### config.mk
export PLATFORM = sky130hd
export DESIGN_NAME = obme_ctrl
export DESIGN_NICKNAME = d
export VERILOG_FILES = /design/src/sv/obme_pkg.sv /design/src/sv/obme_ctrl.sv
export SDC_FILE = /design/constraint.sdc
export NUM_CORES = 1
export LEC_CHECK = 0
export ABC_AREA = 1
export BUFFER_PORTS_ARGS = -buffer_cell sky130_fd_sc_hd__buf_2
export CAP_MARGIN = 10
export CORE_AREA = 2 2 68 102
export DETAILED_ROUTE_END_ITERATION = 10
export DIE_AREA = 0 0 70 104
export HOLD_SLACK_MARGIN = 0.05
export PLACE_DENSITY = 0.51
export SYNTH_ARGS = -nofsm -noshare
export SYNTH_HDL_FRONTEND = slang
export SYNTH_SLANG_ARGS = --single-unit
### constraint.sdc
create_clock -name clk_i -period 5.2 [get_ports clk_i]
set_input_delay 0 -clock clk_i [delete_from_list [all_inputs] [get_ports clk_i]]
set_output_delay 0 -clock clk_i [all_outputs]
set_load 0.05 [all_outputs]
### src/sv/obme_pkg.sv
// Shared types and codes for the order book match engine.
// No dependencies; imported by every module of the block.
package obme_pkg;

  localparam logic [1:0] OP_INSERT = 2'd0;
  localparam logic [1:0] OP_MATCH  = 2'd1;
  localparam logic [1:0] OP_CLEAR  = 2'd2;

  localparam logic SIDE_ASK = 1'b0;
  localparam logic SIDE_BID = 1'b1;

  typedef struct packed {
    logic [1:0]  op;
    logic        side;
    logic [7:0]  product_id;
    logic [31:0] time_slot;
    logic [31:0] price;
    logic [31:0] amount;
  } in_item_t;

  typedef struct packed {
    logic [31:0] sale_price;
    logic [31:0] sale_amount;
    logic        sale_valid;
    logic        last;
  } out_item_t;

  typedef struct packed {
    logic        side;
    logic [7:0]  product;
    logic [31:0] time_slot;
    logic [31:0] price;
    logic [31:0] amount;
  } entry_t;

  // controller -> datapath
  typedef struct packed {
    logic ins_we;
    logic start;
    logic rd_en;
    logic load_ask;
    logic take_sale;
    logic finish;
  } cmd_t;

  // datapath -> controller
  typedef struct packed {
    logic ask_ok;
    logic bid_hit;
    logic ask_done;
    logic out_free;
    logic pend_valid;
  } sts_t;

endpackage

### src/sv/obme_ctrl.sv
// Sequencer for the order book: table fill count, ask and bid walk indices.
// Depends on obme_pkg.
module obme_ctrl #(
  parameter int TABLE_DEPTH = 64
) (
  input  logic                              clk_i,
  input  logic                              rst_ni,
  input  logic                              in_valid_i,
  output logic                              in_ready_o,
  input  logic [1:0]                        in_op_i,
  input  obme_pkg::sts_t                    sts_i,
  output obme_pkg::cmd_t                    cmd_o,
  output logic [$clog2(TABLE_DEPTH)-1:0]    rd_idx_o,
  output logic [$clog2(TABLE_DEPTH)-1:0]    wr_idx_o
);
  import obme_pkg::*;

  localparam int IW = $clog2(TABLE_DEPTH);
  localparam int FW = $clog2(TABLE_DEPTH + 1);

  typedef enum logic [2:0] {
    S_IDLE, S_A_RD, S_A_EV, S_B_RD, S_B_EV, S_FIN
  } state_e;

  state_e        state_q, state_d;
  logic [FW-1:0] fill_q, fill_d;
  logic [IW-1:0] a_q, a_d, b_q, b_d;
  logic          acc, a_last, b_last;

  assign acc    = in_valid_i && in_ready_o;
  assign a_last = (FW'(a_q) + FW'(1)) == fill_q;
  assign b_last = (FW'(b_q) + FW'(1)) == fill_q;

  assign in_ready_o = (state_q == S_IDLE);
  assign wr_idx_o   = fill_q[IW-1:0];
  assign rd_idx_o   = (state_q == S_A_RD) ? a_q : b_q;

  always_comb begin
    state_d = state_q;
    fill_d  = fill_q;
    a_d     = a_q;
    b_d     = b_q;
    cmd_o   = '0;
    unique case (state_q)
      S_IDLE: begin
        if (acc) begin
          priority if (in_op_i == OP_INSERT) begin
            if (fill_q < FW'(TABLE_DEPTH)) begin
              cmd_o.ins_we = 1'b1;
              fill_d = fill_q + FW'(1);
            end
          end else if (in_op_i == OP_CLEAR) begin
            fill_d = '0;
          end else if (in_op_i == OP_MATCH) begin
            cmd_o.start = 1'b1;
            a_d = '0;
            state_d = (fill_q == '0) ? S_FIN : S_A_RD;
          end else begin
          end
        end
      end
      S_A_RD: begin
        cmd_o.rd_en = 1'b1;
        state_d = S_A_EV;
      end
      S_A_EV: begin
        if (sts_i.ask_ok) begin
          cmd_o.load_ask = 1'b1;
          b_d = '0;
          state_d = S_B_RD;
        end else if (a_last) begin
          state_d = S_FIN;
        end else begin
          a_d = a_q + IW'(1);
          state_d = S_A_RD;
        end
      end
      S_B_RD: begin
        cmd_o.rd_en = 1'b1;
        state_d = S_B_EV;
      end
      S_B_EV: begin
        // a sale may only be taken once the pending result has somewhere to go
        if (!sts_i.bid_hit || sts_i.out_free || !sts_i.pend_valid) begin
          cmd_o.take_sale = sts_i.bid_hit;
          if ((sts_i.bid_hit && sts_i.ask_done) || b_last) begin
            if (a_last) begin
              state_d = S_FIN;
            end else begin
              a_d = a_q + IW'(1);
              state_d = S_A_RD;
            end
          end else begin
            b_d = b_q + IW'(1);
            state_d = S_B_RD;
          end
        end
      end
      S_FIN: begin
        if (sts_i.out_free) begin
          cmd_o.finish = 1'b1;
          state_d = S_IDLE;
        end
      end
      default: state_d = S_IDLE;
    endcase
  end

  always_ff @(posedge clk_i or negedge rst_ni) begin
    if (!rst_ni) begin
      state_q <= S_IDLE;
      fill_q  <= '0;
      a_q     <= '0;
      b_q     <= '0;
    end else begin
      state_q <= state_d;
      fill_q  <= fill_d;
      a_q     <= a_d;
      b_q     <= b_d;
    end
  end

endmodule

After elaboration in Yosys (flattened, before gate mapping)
Index checks and enable logic that the tools add are counted.
- register bits: 22
- output and inout bits: 19
- bits in latches: 0
- memories: 0
- bits in writable memories: 0
- memory bits (read-only): 0
- $add $sub $neg: 5
- shift-type cells: 0
- equality and inequality tests: 20
- bitwise gates (word level): 0
- divide/modulo/power cells: 0
- reductions and logical operators: 18
- order comparisons: 1
- multiply operators: 0
- muxes and demuxes: 42
- operators by type and width (cell ; count):
    $mux W6 ; 12
    $mux W3 ; 10
    $mux W7 ; 3
    $pmux W3 S6 ; 1
    $pmux W6 S3 ; 1
    $ne A2 B2 Y1 const B ; 8
    $add A6 B1 Y7 const B ; 2
    $eq A7 B7 Y1 ; 2
    $add A6 B1 Y6 const B ; 2
    $mux W1 ; 12
    $pmux W6 S2 ; 1
    $reduce_and A4 Y1 ; 2
    $reduce_and A8 Y1 ; 1
    $add A7 B1 Y7 const B ; 1
    $logic_not A7 Y1 ; 1
    $lt A7 B7 Y1 const B ; 1
    $eq A3 B2 Y1 const B ; 2
    $eq A3 B3 Y1 const B ; 2
    $ne A2 B1 Y1 const B ; 3
    $reduce_and A6 Y1 ; 1
    $mux W2 ; 2
    $reduce_bool A2 Y1 ; 2
    $eq A3 B1 Y1 const B ; 1
    $logic_not A3 Y1 ; 1
    8 further kinds ; 12

Longest topological paths before layout
- word-level depth: 7
- mapped depth: 17
- gate-level depth less buffers: 17

Worst setup path after synthesis
Ideal clock, no wire load.
- kind: register -> output
- start: register state_q[2]
- end: output rd_idx_o[0]
- setup slack: 3.171 ns
- stages on the path, launching flop included: 5
- path buffers: 1
- arrival time: 2.029 ns
- cells stage by stage: dfrtp_1 > inv_2 > nand3_1 > clkbuf_1 > o21ai_0
- word-level cells in the longest chain between the ends: 2
- ends and longest elaborated chain (item ; RTL line ; RTL):
    start, declared ; obme_ctrl.sv:25 ; state_e state_q, state_d;
    start signal, assigned ; obme_ctrl.sv:116 ; state_q <= state_d;
    $eq A3 B1 Y1 ; obme_ctrl.sv:36 ; assign rd_idx_o = (state_q == S_A_RD) ? a_q : b_q;
    $mux W6 ; obme_ctrl.sv:36 ;
    end, declared ; obme_ctrl.sv:13 ; output logic [$clog2(TABLE_DEPTH)-1:0] rd_idx_o,
No other way between the ends.

Final worst setup path
- start: register b_q[0]
- end: register a_q[0]
- word-level cells in the longest chain between the ends: 5
- ends and longest elaborated chain (item ; RTL line ; RTL):
    start, declared ; obme_ctrl.sv:27 ; logic [IW-1:0] a_q, a_d, b_q, b_d;
    start signal, assigned ; obme_ctrl.sv:114 ; b_q <= '0;
    start signal, assigned ; obme_ctrl.sv:119 ; b_q <= b_d;
    $add A6 B1 Y7 ; obme_ctrl.sv:32 ; assign b_last = (FW'(b_q) + FW'(1)) == fill_q;
    $eq A7 B7 Y1 ; obme_ctrl.sv:32 ;
    $logic_or A1 B1 Y1 ; obme_ctrl.sv:86 ; if ((sts_i.bid_hit && sts_i.ask_done) || b_last) begin
    $ne A2 B2 Y1 (no line) ; - ;
    $reduce_and A8 Y1 (no line) ; - ;
    end signal, assigned ; obme_ctrl.sv:113 ; a_q <= '0;
    end signal, assigned ; obme_ctrl.sv:118 ; a_q <= a_d;
    end, declared ; obme_ctrl.sv:27 ;
No other way between the ends.
A chain may end at the register's enable or synchronous reset.

==> results_dict.tcl <==
set metrics [dict create \
    status "completed" \
    avgSynthCellArea_um2 7.13 \
    drc 0 \
    antenna_found_initial 0 \
    powerDensity_nw_per_um2 536 \
    grt_max_degree 23 \
    setup_violations 0 \
    start_util 0.292 \
    synthToLayoutAreaGrowth_pct 11.7 \
    netlist_instances 262 \
    critPathLaunch "b_q[0]$_DFFE_PN0P_" \
    postLayoutCellArea_um2 2090 \
    nNetsFinal 301 \
    maxCapViolCount 0 \
    grt.total_usage 0.143 \
    cp_top_family "simple AND/OR/NAND/NOR gates" \
    dieArea_um2 7280 \
    layout_common_cells "nand2_1 (65), nor2_1 (28), buf_2 (28), inv_1 (27), dfrtp_1 (22)" \
    crit_required_ns 5.40 \
    p_leak_nw 1.02 \
    grt_pass1_vias 1722 \
    crit_top_cell "nand2_1" \
    cts_buffer_depth 2 \
    slew_headroom 0.649 \
    synth_xor_area_frac 0.0449 \
    ys_seq_elements 22 \
    clock_sink_count 22 \
    final_common_cell "nand2_1" \
    htreeDepth 1 \
    fmax_mhz 472 \
    n_antenna_cell 0 \
    cts-resized-gates 0 \
    finalCriticalPeriod_ns 2.12 \
    fp.dieH_um 104 \
    syn_nets 276 \
    synth_compound_area_frac 0.137 \
    synth_top_family_by_area "simple AND/OR/NAND/NOR gates" \
    cp_data_arrival_time_ns 2.31 \
    wl_per_cell_um 13.3 \
    critPathLaunchType "register" \
    crit_buf_inv 2 \
    crit_type "reg -> reg" \
    muxShareOfSynthArea 0 \
    dpl_cell_area_um2 2000 \
    hold_start "in_op_i[1]" \
    numCtsBuffers 3 \
    worst_pin_slew_ns 0.527 \
    maxSlewViolCount 0 \
    r2r_start "b_q[0]$_DFFE_PN0P_" \
    dr.pass1.iters 4 \
    crit_slowest_cell "dfrtp_1" \
    setup-tns-final_ns 0 \
    grt-ovfl-total 0 \
    ant_nets 0 \
    ir_drop_mv 0.172 \
    end_kind "register" \
    final_hold_viol_count 0 \
    synth_area_um2 1870 \
    fillCellCount 721 \
    rsz0062_at_grt "no" \
    cts.clk_slew.worst_paths_ns 0.09 \
    boundaryPins 29 \
    die_x_um 70 \
    place_congestion 0.878 \
    crit_fanout 12 \
    min_period_over_period 0.407 \
    first_iter_violations 54 \
    yosysSeqAreaShare 0.295 \
    yosys_warnings 0 \
    timing.hold.ws_ns 0.0522 \
    final_layout_size_suffix_gt1_frac 0.283 \
    io_buffer_count 28 \
    vias_per_cell 4.64 \
    vias 1680 \
    path_cells "ha_1 -> inv_1 -> nand2_1 -> nand3_1 -> nor2_1 -> nand2_1 -> nor2_4 -> nand3_2 -> nand3_2 -> inv_2 -> nor2_4 -> nand2_1 -> o21ai_2" \
    rows 36 \
    synth_fa_ha_area_frac 0.0268 \
    synthSimpleGateAreaFrac 0.364 \
    synth_cell_types 35 \
    cts_tree "built" \
    clock-root-buffer "clkbuf_8" \
    hold_path_class "in -> reg" \
    place_hpwl_um 3920 \
    wl_um 4830 \
    worst_path_largest_cell_delay_ns 0.45 \
    clk_latency_ns 0.27 \
    grt_pass1_wl_um 8270 \
    finalClockSkew_ns 0.00512 \
    core-area_um2 6400 \
]
-- synthesized netlist by cell type --
| library cell | instances | share of area |
|---|---|---|
| nor2_1 | 28 | 0.056 |
| nor2_4 | 5 | 0.030 |
| a31oi_1 | 2 | 0.0067 |
| clkbuf_1 | 1 | 0.0020 |
| buf_4 | 6 | 0.024 |
| nand3_1 | 15 | 0.040 |
| o21ai_0 | 7 | 0.019 |
| nand2_1 | 65 | 0.13 |
| o21bai_2 | 1 | 0.0060 |
| nand2_4 | 1 | 0.0060 |
| o21a_1 | 1 | 0.0040 |
| nor3_2 | 1 | 0.0054 |
| nor3b_1 | 1 | 0.0040 |
| xnor2_1 | 1 | 0.0047 |
| nor2_2 | 2 | 0.0067 |
| xnor3_1 | 1 | 0.012 |
| ha_1 | 4 | 0.027 |
| a21oi_1 | 9 | 0.024 |
| clkdlybuf4s18_2 | 1 | 0.0054 |
| nand4_1 | 5 | 0.017 |
| o31ai_1 | 1 | 0.0040 |
| inv_2 | 12 | 0.024 |
| xor2_1 | 6 | 0.028 |
| buf_12 | 1 | 0.011 |
| buf_6 | 2 | 0.012 |
| and3_1 | 1 | 0.0034 |
| nand2_2 | 9 | 0.030 |
| a21oi_2 | 3 | 0.014 |
| nor2_8 | 1 | 0.011 |
| o21ai_2 | 12 | 0.056 |
| dfrtp_1 | 22 | 0.29 |
| o21ai_1 | 1 | 0.0027 |
| inv_1 | 27 | 0.054 |
| nor3_1 | 5 | 0.013 |
| nand3_2 | 2 | 0.011 |
-- worst reg2reg max path: stages, from the launching register on --
cell	delay, ns
dfrtp_1	0.45
ha_1	0.35
inv_1	0.05
nand2_1	0.05
nand3_1	0.10
nor2_1	0.12
nand2_1	0.09
nor2_4	0.08
nand3_2	0.08
nand3_2	0.09
inv_2	0.05
nor2_4	0.33
nand2_1	0.12
o21ai_2	0.07
-- cell families (layout without fill, tap and decap cells) --
kind of cell | after synthesis | in the layout
AOI/OAI and AO/OA | 37 | 37
DFF | 22 | 22
xor gates and xnor gates | 8 | 8
adders and majority gates | 4 | 4
buffers and inverters | 50 | 74
and+or+nand+nor | 141 | 141
-- final cells by class --
cell class | count | area [um^2] | area share
Timing Repair Buffer | 31 | 170 | 0.0815
Clock buffer | 4 | 55.1 | 0.0264
Multi-Input combinational cell | 190 | 1070 | 0.513
Tap cell | 76 | 95.1 | 0.0456
Sequential cell | 22 | 551 | 0.264
Inverter | 39 | 146 | 0.0701
-- stage by stage --
step	utilization	worst slack (ns)	total power, mW	cells
floorplan	-	3.17	0.902	262
global placement	0.313	3.18	0.998	355
detailed placement	0.313	3.10	1.00	355
CTS	0.326	3.07	1.14	362
global route	0.326	2.87	1.22	362
finish	0.326	3.08	1.12	362
-- power breakdown --
| part | total, mW | switching [mW] | internal, mW |
|---|---|---|---|
| registers | 0.284 | 0.0689 | 0.215 |
| logic | 0.708 | 0.512 | 0.196 |
| clock network | 0.127 | 0.0597 | 0.0676 |
| total | 1.12 | 0.641 | 0.478 |
-- routing by layer --
metal	vias to the layer above	wire length [um]	global-route usage	share of wire
met5	-	0	0	0
met4	0	75	0.0481	0.016
met3	5	109	0.0107	0.023
met2	32	2600	0.269	0.54
met1	774	2050	0.165	0.42
li1	869	-	-	-
-- registers in the layout (all words and copies together), names as in the netlist --
| signal | flops |
|---|---|
| b_q | 6 |
| a_q | 6 |
| fill_q | 7 |
| state_q | 3 |
-- path summary, 6_finish.rpt --
path	endpoint	slack [ns]	cells after the start
max in group asynchronous	b_q[5]$_DFFE_PN0P_	4.61	2
worst min-delay path	fill_q[0]$_DFFE_PN0P_	0.05	4
worst max-delay path	a_q[0]$_DFFE_PN0P_	3.08	13
worst min register to register	b_q[4]$_DFFE_PN0P_	0.58	2
worst max register to register	a_q[0]$_DFFE_PN0P_	3.08	13
min in group asynchronous	b_q[0]$_DFFE_PN0P_	0.24	2
-- what timing repair did --
action	CTS	global route
hold endpoints to repair	24	0
setup buffers	0	0
hold buffers	3	0
No activity file was read; power rests on OpenSTA's default activity.
